==> src/rtl/lrs_pkg.sv <==
// ----------------------------------------------------------------------------
// lrs_pkg: shared definitions for the LRU recency stack
// Defaults, register layout, request codes and the cell control bundle.
// ----------------------------------------------------------------------------
package lrs_pkg;

	localparam int DEF_MAX_ENTRIES = 16;
	localparam int DEF_TAG_BITS    = 7;

	// cache_size register
	localparam int              CFG_BITS  = 5;
	localparam logic [CFG_BITS-1:0] CFG_RESET = CFG_BITS'(5);

	// request kinds
	localparam logic KIND_ACCESS = 1'b0;
	localparam logic KIND_READ   = 1'b1;

	// broadcast to every cell for one accepted request
	typedef struct packed {
		logic access;   // accepted access request
		logic hit_any;  // tag matched somewhere in the row
		logic evict;    // row at or above its size limit
	} cell_ctrl_t;

endpackage

==> src/rtl/lrs_cell.sv <==
// ----------------------------------------------------------------------------
// lrs_cell: one position of the recency stack
// Holds a tag and a valid bit, compares against the request tag and takes
// its predecessor's tag when the stack shifts.
// ----------------------------------------------------------------------------
module lrs_cell #(
	parameter int TAG_BITS = lrs_pkg::DEF_TAG_BITS
) (
	input  logic                clk,
	input  logic                arst_n,
	input  lrs_pkg::cell_ctrl_t ctrl,
	input  logic [TAG_BITS-1:0] job,
	input  logic [TAG_BITS-1:0] prev_tag,
	input  logic                prev_valid,
	input  logic                seen_in,
	output logic [TAG_BITS-1:0] tag,
	output logic                valid,
	output logic                seen_out
);

	logic [TAG_BITS-1:0] tag_q;
	logic                valid_q;
	logic                match;
	logic                shift;
	logic                fill;

	assign match    = valid_q && (tag_q == job);
	assign seen_out = seen_in | match;

	// miss without eviction grows the row by one cell
	assign fill = ctrl.access && !ctrl.hit_any && !ctrl.evict && prev_valid;

	always_comb begin
		if (ctrl.hit_any) begin
			shift = ctrl.access && !seen_in;
		end else begin
			shift = ctrl.access && (valid_q || (!ctrl.evict && prev_valid));
		end
	end

	always_ff @(posedge clk) begin
		if (shift) begin
			tag_q <= prev_tag;
		end
	end

	always_ff @(posedge clk or negedge arst_n) begin
		if (!arst_n) begin
			valid_q <= 1'b0;
		end else if (fill) begin
			valid_q <= 1'b1;
		end
	end

	assign tag   = tag_q;
	assign valid = valid_q;

endmodule

==> src/rtl/lru_recency_stack_unit.sv <==
// ----------------------------------------------------------------------------
// lru_recency_stack_unit: LRU replacement stack over a row of tag cells
// Keeps job tags in recency order, most recent at position 0. Access
// requests move a hit to the front or push a miss in (evicting the least
// recent entry at the size limit); read requests return the tag at a position.
//
//  channel | handshake           | payload                                       | dir
//  --------+---------------------+-----------------------------------------------+----
//  req     | req_valid/req_stall | kind, job, position                           | in
//  rsp     | rsp_valid/rsp_stall | hit, evicted_valid, evicted_job, read_job, occupancy | out
//  cfg     | cfg_we              | cfg_data (cache_size)                         | in
//
// One request per cycle while req_stall is low: compare, match priority and
// shift all happen in the cell row in the cycle of acceptance; the row's match
// ripple sets the path length. The response appears in the cycle after acceptance.
// Reset clears all cell valid bits and the count; cache_size resets to 5.
// A stalled response holds in the output register; req_stall rises only
// while that register is full and stalled.
// ----------------------------------------------------------------------------
module lru_recency_stack_unit #(
	parameter int MAX_ENTRIES = lrs_pkg::DEF_MAX_ENTRIES,
	parameter int TAG_BITS    = lrs_pkg::DEF_TAG_BITS
) (
	input  logic                               clk,
	input  logic                               arst_n,
	// request
	input  logic                               req_valid,
	output logic                               req_stall,
	input  logic                               kind,
	input  logic [TAG_BITS-1:0]                job,
	input  logic [$clog2(MAX_ENTRIES)-1:0]     position,
	// response
	output logic                               rsp_valid,
	input  logic                               rsp_stall,
	output logic                               hit,
	output logic                               evicted_valid,
	output logic [TAG_BITS-1:0]                evicted_job,
	output logic [TAG_BITS-1:0]                read_job,
	output logic [$clog2(MAX_ENTRIES+1)-1:0]   occupancy,
	// configuration
	input  logic                               cfg_we,
	input  logic [lrs_pkg::CFG_BITS-1:0]       cfg_data
);

	localparam int POS_BITS = $clog2(MAX_ENTRIES);
	localparam int CNT_BITS = $clog2(MAX_ENTRIES + 1);
	localparam int CMP_BITS = (CNT_BITS > lrs_pkg::CFG_BITS) ? CNT_BITS : lrs_pkg::CFG_BITS;

	logic [lrs_pkg::CFG_BITS-1:0] cache_size_q;
	logic [CNT_BITS-1:0]          count_q;
	logic                         rsp_valid_q;

	logic                         accept;
	logic                         is_access;
	lrs_pkg::cell_ctrl_t          ctrl;

	// cell row
	logic [TAG_BITS-1:0]          cell_tag   [MAX_ENTRIES];
	logic [MAX_ENTRIES-1:0]       cell_valid;
	logic [MAX_ENTRIES:0]         seen;

	// size limit, clamped to 1..MAX_ENTRIES
	logic [CMP_BITS-1:0]          size_ext;
	logic [CMP_BITS-1:0]          lim;
	logic [CNT_BITS-1:0]          cnt_m1;
	logic                         evict;

	logic [TAG_BITS-1:0]          ev_tag;
	logic [TAG_BITS-1:0]          rd_tag;

	// ---------------------------------------------------------------- config
	always_ff @(posedge clk or negedge arst_n) begin
		if (!arst_n) begin
			cache_size_q <= lrs_pkg::CFG_RESET;
		end else if (cfg_we) begin
			cache_size_q <= cfg_data;
		end
	end

	// ------------------------------------------------------------- handshake
	assign req_stall = rsp_valid_q && rsp_stall;
	assign accept    = req_valid && !req_stall;
	assign is_access = (kind == lrs_pkg::KIND_ACCESS);

	// ---------------------------------------------------------------- limit
	assign size_ext = CMP_BITS'(cache_size_q);
	always_comb begin
		if (size_ext == '0) begin
			lim = CMP_BITS'(1);
		end else if (size_ext > CMP_BITS'(MAX_ENTRIES)) begin
			lim = CMP_BITS'(MAX_ENTRIES);
		end else begin
			lim = size_ext;
		end
	end

	// lim is never zero, so an eviction always has a last entry
	assign evict = (CMP_BITS'(count_q) >= lim);

	assign ctrl.access  = accept && is_access;
	assign ctrl.hit_any = seen[MAX_ENTRIES];
	assign ctrl.evict   = evict;

	// ------------------------------------------------------------- cell row
	// Cell 0 takes the request tag; each later cell takes its neighbor's.
	// The seen chain marks the first match so only cells up to and including it shift.
	assign seen[0] = 1'b0;

	for (genvar i = 0; i < MAX_ENTRIES; i++) begin : g_cell
		logic [TAG_BITS-1:0] prev_tag;
		logic                prev_valid;

		if (i == 0) begin : g_head
			assign prev_tag   = job;
			assign prev_valid = 1'b1;
		end else begin : g_body
			assign prev_tag   = cell_tag[i-1];
			assign prev_valid = cell_valid[i-1];
		end

		lrs_cell #(
			.TAG_BITS (TAG_BITS)
		) u_cell (
			.clk        (clk),
			.arst_n     (arst_n),
			.ctrl       (ctrl),
			.job        (job),
			.prev_tag   (prev_tag),
			.prev_valid (prev_valid),
			.seen_in    (seen[i]),
			.tag        (cell_tag[i]),
			.valid      (cell_valid[i]),
			.seen_out   (seen[i+1])
		);
	end

	// ---------------------------------------------------------------- count
	always_ff @(posedge clk or negedge arst_n) begin
		if (!arst_n) begin
			count_q <= '0;
		end else if (ctrl.access && !ctrl.hit_any && !evict) begin
			count_q <= CNT_BITS'(count_q + 1'b1);
		end
	end

	// --------------------------------------------------------- tag selects
	// eviction takes the last held entry; reads past the count give zero
	assign cnt_m1 = CNT_BITS'(count_q - 1'b1);
	assign ev_tag = cell_tag[cnt_m1[POS_BITS-1:0]];

	always_comb begin
		if (CNT_BITS'(position) < count_q) begin
			rd_tag = cell_tag[position];
		end else begin
			rd_tag = '0;
		end
	end

	// ------------------------------------------------------- response reg
	always_ff @(posedge clk or negedge arst_n) begin
		if (!arst_n) begin
			rsp_valid_q <= 1'b0;
		end else if (accept) begin
			rsp_valid_q <= 1'b1;
		end else if (!rsp_stall) begin
			rsp_valid_q <= 1'b0;
		end
	end

	always_ff @(posedge clk) begin
		if (accept) begin
			if (is_access) begin
				hit           <= ctrl.hit_any;
				evicted_valid <= !ctrl.hit_any && evict;
				evicted_job   <= (!ctrl.hit_any && evict) ? ev_tag : '0;
				read_job      <= '0;
				occupancy     <= (!ctrl.hit_any && !evict) ?
				                 CNT_BITS'(count_q + 1'b1) : count_q;
			end else begin
				hit           <= 1'b0;
				evicted_valid <= 1'b0;
				evicted_job   <= '0;
				read_job      <= rd_tag;
				occupancy     <= count_q;
			end
		end
	end

	assign rsp_valid = rsp_valid_q;

	// ----------------------------------------------------------- assertions
	// count never passes the built depth
	a_count_max: assert property (@(posedge clk) disable iff (!arst_n)
		count_q <= CNT_BITS'(MAX_ENTRIES))
		else $error("entry count above depth");

	// the number of set cell valid bits equals the count
	a_valid_count: assert property (@(posedge clk) disable iff (!arst_n)
		$countones(cell_valid) == 32'(count_q))
		else $error("cell valid bits disagree with count");

	// a hit never reports an eviction
	a_hit_no_evict: assert property (@(posedge clk) disable iff (!arst_n)
		ctrl.access && ctrl.hit_any |=> hit && !evicted_valid)
		else $error("hit reported with eviction");

	// an eviction leaves the count unchanged
	a_evict_count: assert property (@(posedge clk) disable iff (!arst_n)
		ctrl.access && !ctrl.hit_any && evict |=> $stable(count_q))
		else $error("count moved on eviction");

endmodule

==> config.mk <==
export PLATFORM = sky130hd
export DESIGN_NAME = lru_recency_stack_unit
export DESIGN_NICKNAME = d
export VERILOG_FILES = /design/src/rtl/lrs_pkg.sv /design/src/rtl/lrs_cell.sv /design/src/rtl/lru_recency_stack_unit.sv
export SDC_FILE = /design/constraint.sdc
export NUM_CORES = 1
export LEC_CHECK = 0
export ABC_AREA = 1
export BUFFER_PORTS_ARGS = -buffer_cell sky130_fd_sc_hd__buf_4
export CAP_MARGIN = 25
export CORE_ASPECT_RATIO = 2
export CORE_MARGIN = 2
export CORE_UTILIZATION = 60
export DETAILED_ROUTE_END_ITERATION = 8
export GPL_ROUTABILITY_DRIVEN = 1
export PLACE_DENSITY = 0.78
export SYNTH_ARGS = -nofsm -noshare
export SYNTH_HDL_FRONTEND = slang
export SYNTH_SLANG_ARGS = --single-unit
==> constraint.sdc <==
create_clock -name clk -period 3.9 [get_ports clk]
set_input_delay 0.39 -clock clk [delete_from_list [all_inputs] [get_ports clk]]
set_output_delay 0.39 -clock clk [all_outputs]
set_load 0.005 [all_outputs]
Word level (Yosys, flattened, before mapping)
Cells that the tools add are included.
{"block": "word_totals", "mem_count": 0, "output_inout_bits": 23, "mem_bits_ro": 0, "elab_cells": 232, "ram_bits": 0, "reg_bits": 160, "latchBits": 0, "in_bits": 22}
{"block": "op_classes", "shift": 0, "n_lt_le_gt_ge": 5, "div": 0, "mul": 0, "n_addsub": 2, "bitwise_logic": 19, "n_mux": 28, "reduce_logical": 121, "n_eq_ne": 17}
{"op": "7-bit == test", "n": 16}
{"op": "1-bit logical AND", "n": 84}
{"op": "7-bit binary-select mux with 4-bit select", "n": 2}
{"op": "7-bit 2-to-1 mux", "n": 4}
{"op": "5-bit 2-to-1 mux", "n": 4}
{"op": "1-bit logical NOT", "n": 18}
{"op": "1-bit 2-to-1 mux", "n": 18}
{"op": "1-bit logical OR", "n": 16}
{"op": "1-bit OR", "n": 15}
{"op": "5-bit greater-or-equal comparator (second input constant)", "n": 2}
{"op": "4-bit inverter with 5-bit output", "n": 2}
{"op": "5-bit by 1-bit adder with 5-bit output (second input constant)", "n": 1}
{"op": "5-bit greater-or-equal comparator", "n": 1}
{"op": "5-bit greater-than comparator (second input constant)", "n": 1}
{"op": "5-bit logical NOT", "n": 1}
{"op": "4-bit by 5-bit less-than comparator with 1-bit output", "n": 1}
{"op": "4-bit by 1-bit subtractor with 4-bit output (second input constant)", "n": 1}
{"op": "2-bit by 1-bit inequality test with 1-bit output (second input constant)", "n": 1}
{"op": "1-bit inverter", "n": 2}
{"op": "2-bit AND reduction", "n": 1}
{"op": "2-bit OR reduction", "n": 1}

Longest topological paths before layout
{"block": "depth", "word_depth": 21, "ltp_mapped": 18, "depth_no_buf": 16}

Hierarchy
From an unflattened synthesis, not the netlist that was laid out.
{"block": "hier_totals", "hier_cells": 1716, "hier_area_um2": 11195.7}
{"module": "lrs_cell", "cells_per_inst": 61, "area_per_inst_um2": 444.2, "n_inst": 16, "seq_area_each_um2": 235.2}
{"module": "lru_recency_stack_unit", "cells_per_inst": 740, "area_per_inst_um2": 4088.9, "n_inst": 1, "seq_area_each_um2": 908.4}

Worst setup path after synthesis
No wires, ideal clock.
{"block": "synth_timing", "path_kind": "input-to-reg", "from": "input port rsp_stall", "to": "register g_cell[15].u_cell.tag_q[0], enable pin", "stages": 8, "setup_time_ps": 382, "slack_ps": 616, "path_buffers": 1, "t_required_ps": 3518, "arrival_time_ps": 2902, "path_cell_list": "nand2_1 > inv_1 > nor2_1 > nand2_1 > inv_1 > clkbuf_1 > nand2_1 > nor3b_1"}
{"block": "synth_between", "elab_chain_cells": 6, "elab_cells_between_ends": 7, "cone_classes": "mux (1); reduce/logical (6)"}
{"element": "start, declared", "line": "lru_recency_stack_unit.sv:34", "source": "input logic rsp_stall,"}
{"element": "1-bit logical AND *", "line": "lru_recency_stack_unit.sv:81", "source": "assign req_stall = rsp_valid_q && rsp_stall;"}
{"element": "net req_stall", "line": "lru_recency_stack_unit.sv:28", "source": "output logic req_stall,"}
{"element": "1-bit logical NOT *", "line": "lru_recency_stack_unit.sv:82", "source": "assign accept = req_valid && !req_stall;"}
{"element": "1-bit logical AND *", "line": "lru_recency_stack_unit.sv:82"}
{"element": "net accept", "line": "lru_recency_stack_unit.sv:53", "source": "logic accept;"}
{"element": "1-bit logical AND *", "line": "lru_recency_stack_unit.sv:100", "source": "assign ctrl.access = accept && is_access;"}
{"element": "1-bit logical AND, on equally long branches", "line": "lrs_cell.sv:37, lrs_cell.sv:35"}
{"element": "1-bit 2-to-1 mux *", "line": "lrs_cell.sv:34", "source": "if (ctrl.hit_any) begin"}
{"element": "net g_cell[15].u_cell.shift", "line": "lrs_cell.sv:24", "source": "logic shift;"}
{"element": "end signal, assigned", "line": "lrs_cell.sv:43", "source": "tag_q <= prev_tag;"}
{"element": "end, declared", "line": "lrs_cell.sv:21", "source": "logic [TAG_BITS-1:0] tag_q;"}
Mark *: on every way through the listed nets, which the timed path passes. The rest lies on a longest branch.
A chain may end at the register's enable or synchronous reset.

Worst setup path after layout
{"block": "layout_timing", "from": "register cache_size_q[2] (netlist name)", "to": "register g_cell[8].u_cell.tag_q[0], enable pin"}
{"block": "layout_between", "elab_chain_cells": 9, "elab_cells_between_ends": 10, "cone_classes": "order compare (2); mux (3); reduce/logical (5)"}
{"element": "start, declared", "line": "lru_recency_stack_unit.sv:49", "source": "logic [lrs_pkg::CFG_BITS-1:0] cache_size_q;"}
{"element": "start signal, assigned", "line": "lru_recency_stack_unit.sv:74", "source": "cache_size_q <= lrs_pkg::CFG_RESET;"}
{"element": "start signal, assigned", "line": "lru_recency_stack_unit.sv:76", "source": "cache_size_q <= cfg_data;"}
{"element": "5-bit greater-than comparator", "line": "lru_recency_stack_unit.sv:90", "source": "end else if (size_ext > CMP_BITS'(MAX_ENTRIES)) begin"}
{"element": "5-bit 2-to-1 mux", "line": "lru_recency_stack_unit.sv:90"}
{"element": "5-bit 2-to-1 mux *", "line": "lru_recency_stack_unit.sv:88", "source": "if (size_ext == '0) begin"}
{"element": "5-bit greater-or-equal comparator *", "line": "lru_recency_stack_unit.sv:98", "source": "assign evict = (CMP_BITS'(count_q) >= lim);"}
{"element": "1-bit logical NOT *", "line": "lrs_cell.sv:37", "source": "shift = ctrl.access && (valid_q || (!ctrl.evict && prev_valid));"}
{"element": "1-bit logical AND *", "line": "lrs_cell.sv:37"}
{"element": "1-bit logical OR *", "line": "lrs_cell.sv:37"}
{"element": "1-bit logical AND *", "line": "lrs_cell.sv:37"}
{"element": "1-bit 2-to-1 mux *", "line": "lrs_cell.sv:34"}
{"element": "net g_cell[8].u_cell.shift", "line": "lrs_cell.sv:24"}
{"element": "end signal, assigned", "line": "lrs_cell.sv:43"}
{"element": "end, declared", "line": "lrs_cell.sv:21"}
Marks and branches as above.

==> metrics.csv <==
metric,value,unit
"commonest cells after routing, fill and taps aside","nand2_1, o21ai_0, inv_1",
Clock Latency Late Sink,0.45,ns
Rel. slew slack,22.6,%
status,finished clean,
PwrDens,594,mW/mm^2
#FFs+latches synth,160,
CP top delay family,simple AND/OR/NAND/NOR gates,
share of cells above drive strength 1,9.92,%
routability cong.,1.06,
Pre-Repair DR Iteration Count,7,
drt drc,0,
nets,1229,
worst-margin pin slew,1.15,ns
Leak Pwr,4.58,nW
crit path cell chain,nor2_1 > a21oi_1 > nor2_1 > ha_1 > nand2_1 > inv_1 > nand4_1 > nand3_1 > o21ai_0 > o21ai_0 > nor2_1,
Mapped Area,0.00975,sq mm
cell count after synthesis,1185,
post-place setup slack,0.626,ns
Final ANT Viol Nets,0,
Fin Hold WS,0.161,ns
global route overflow,0,
final hold violation count,0,
yosys warns,0,
# diodes,0,
Setup TNS,0,ns
setup violators final,0,
setup ws final,0.639,ns
max-slew violation count,0,
DR vias,9194,
Inserted Clock Buffers,17,
wire per inst,23.9,microns
CTS tree,yes,
initial antenna violation count,0,
crit path capture type,register,
Via density,6.50,
maximum capacitance violations,0,
initial drt markers,1294,
WP buf/inv,1,
pin count of the biggest net entering global routing,86,
fin crit share,83.6,%
crit path kind,register to register,
final WL,33800,microns
post-CTS setup buffer count,0,
Rows,66,
Final HPWL DP,23600,microns
clock root cell,clkbuf_16,
syn_nets,1217,
power after layout,6.36,mW
Syn Area/Cell,8.23,sq um
CP max-delay cell,nand3_1,
RSZ-0062 raised after global routing,false,
crit path launch type,register,
peak supply drop,0.000744,V
vias in the first global route,8692,
crit-path max cell delay,0.58,ns
most frequent CP cell,nor2_1,
f_max,307,MHz
worst path arrival time,3.34,ns
worst min-delay path class,input pin to register,
Chip Height,184,microns
post-route minimum period,3.26,ns
total clock sinks,160,
post-synthesis sequential area ratio,47.9,%
# IOs,45,
DIE AREA,0.0174,sq mm
Synth cell types,46,
Initial Utilization,60.6,%
first-pass GRT wire length,50800,microns
CORE AREA,0.0161,sq mm
Layout area overhead,9.85,%
Final Skew,0.0119,ns
Worst-path clk slew,0.07,ns
Die Width,94.2,microns
Clock Path Buffers,2,
H-tree Lvls,4,
IO Port Bufs,44,
Crit Path Max Fanout,17,
gr usage total,40.3,%
"commonest non-fill, non-tap cell in the layout",nand2_1,
CP required,3.98,ns
flip-flops by register name, indices dropped and copies added (netlist names):
| signal | cells |
|---|---|
| count_q | 5 |
| evicted_valid | 1 |
| rsp_valid | 1 |
| cache_size_q | 5 |
| occupancy | 5 |
| g_cell.u_cell.valid | 16 |
| read_job | 7 |
| g_cell.u_cell.tag | 112 |
| evicted_job | 7 |
| hit | 1 |
layer usage:
metal	GRT usage (%)	routed length, microns
met1	50.3	11700
met2	62.3	15600
met3	7.44	3570
met4	28.5	2950
met5	0	0
cell type report:
cell class              instances  area, sq um
fillers                      1308         5390
clock inverters                13          141
clock buffers                  19          454
repair buffers                 64          483
well taps                     204          255
inverters                     143          538
flip-flops and latches        160         4670
multi-input cells             811         4170
per-stage QoR:
stage | area (sq um) | util (%) | cells
CTS | 10700 | 66.5 | 1414
global route | 10700 | 66.5 | 1414
global placement | 10100 | 62.8 | 1381
detailed placement | 10100 | 62.8 | 1381
floorplan | 9750 | - | 1185
finish | 10700 | 66.5 | 1414
power breakdown:
| group | total (mW) | switching (mW) | internal [mW] |
|---|---|---|---|
| registers | 2.07 | 0.0943 | 1.98 |
| clock network | 1.71 | 0.775 | 0.939 |
| logic | 2.58 | 1.87 | 0.707 |
| total | 6.36 | 2.74 | 3.62 |
cells by family after synthesis:
kind of cell / count (synthesis) / share of synthesized area, %
multiplexers: 3 / 0.346
flip-flops: 160 / 47.9
buffers and inverters: 214 / 9.36
AO/OA/AOI/OAI: 323 / 18.0
XOR/XNOR: 38 / 3.41
AND/OR/NAND/NOR: 437 / 19.7
adder cells (fa/ha/maj): 10 / 1.28
final timing paths:
check                                                    from                                 end  slack, ns  depth (start not counted)
hold reg to reg            g_cell[10].u_cell.tag[4]$_DFFE_PP_  g_cell[11].u_cell.tag[4]$_DFFE_PP_       0.45                          0
setup reg to reg                  cache_size_q[2]$_DFFE_PN1P_   g_cell[8].u_cell.tag[0]$_DFFE_PP_       0.64                         11
min in group asynchronous                              arst_n              count_q[2]$_DFFE_PN0P_       0.41                          2
setup / recovery                  cache_size_q[2]$_DFFE_PN1P_   g_cell[8].u_cell.tag[0]$_DFFE_PP_       0.64                         11
hold / removal                                      req_valid               rsp_valid$_DFFE_PN0P_       0.16                          3
max in group asynchronous                              arst_n         cache_size_q[2]$_DFFE_PN1P_       3.18                          2
synth_stat cells (all sizes together):
library cell  instances  area [sq um]
mux2                  3          33.8
a31oi                 1          6.26
a21oi               125           626
dfrtp                25           626
clkinv                2          8.75
nand4                24           184
o21ai               138           691
dfstp                 2          52.6
or2                   1          6.26
and3                  1          6.26
o221ai                4          35.0
o211ai               14           105
and3b                 1          8.76
nor3b                 1          7.51
xnor2                13           114
a211oi               12          90.1
a22o                  2          17.5
o2111ai               1          8.76
inv                 141           529
nor3                  1          5.00
a221oi                2          17.5
edfxtp              133          3990
nor4                  8          50.1
o22ai                21           131
clkbuf               39           149
buf                  32           226
a2111oi               1          15.0
o21a                  2          15.0
nor2                 85           350
nand3                90           450
ha                   10           125
nand2               225           850
xor2                 25           219
worst register-to-register path, delay by kind of cell, from the launching register on:
kind | cells | cell delay (ns)
DFF | 1 | 0.54
buffers and inverters | 1 | 0.07
AOI/OAI and AO/OA | 3 | 0.69
and+or+nand+nor | 6 | 1.34
adders and majority gates | 1 | 0.26
repair_timing:
item / 4_1_cts / 5_1_grt
hold endpoints to repair: 25 / 0
resized for setup: 0 / 0
hold buffers: 1 / 0
No activity file was read; power rests on OpenSTA's default activity.
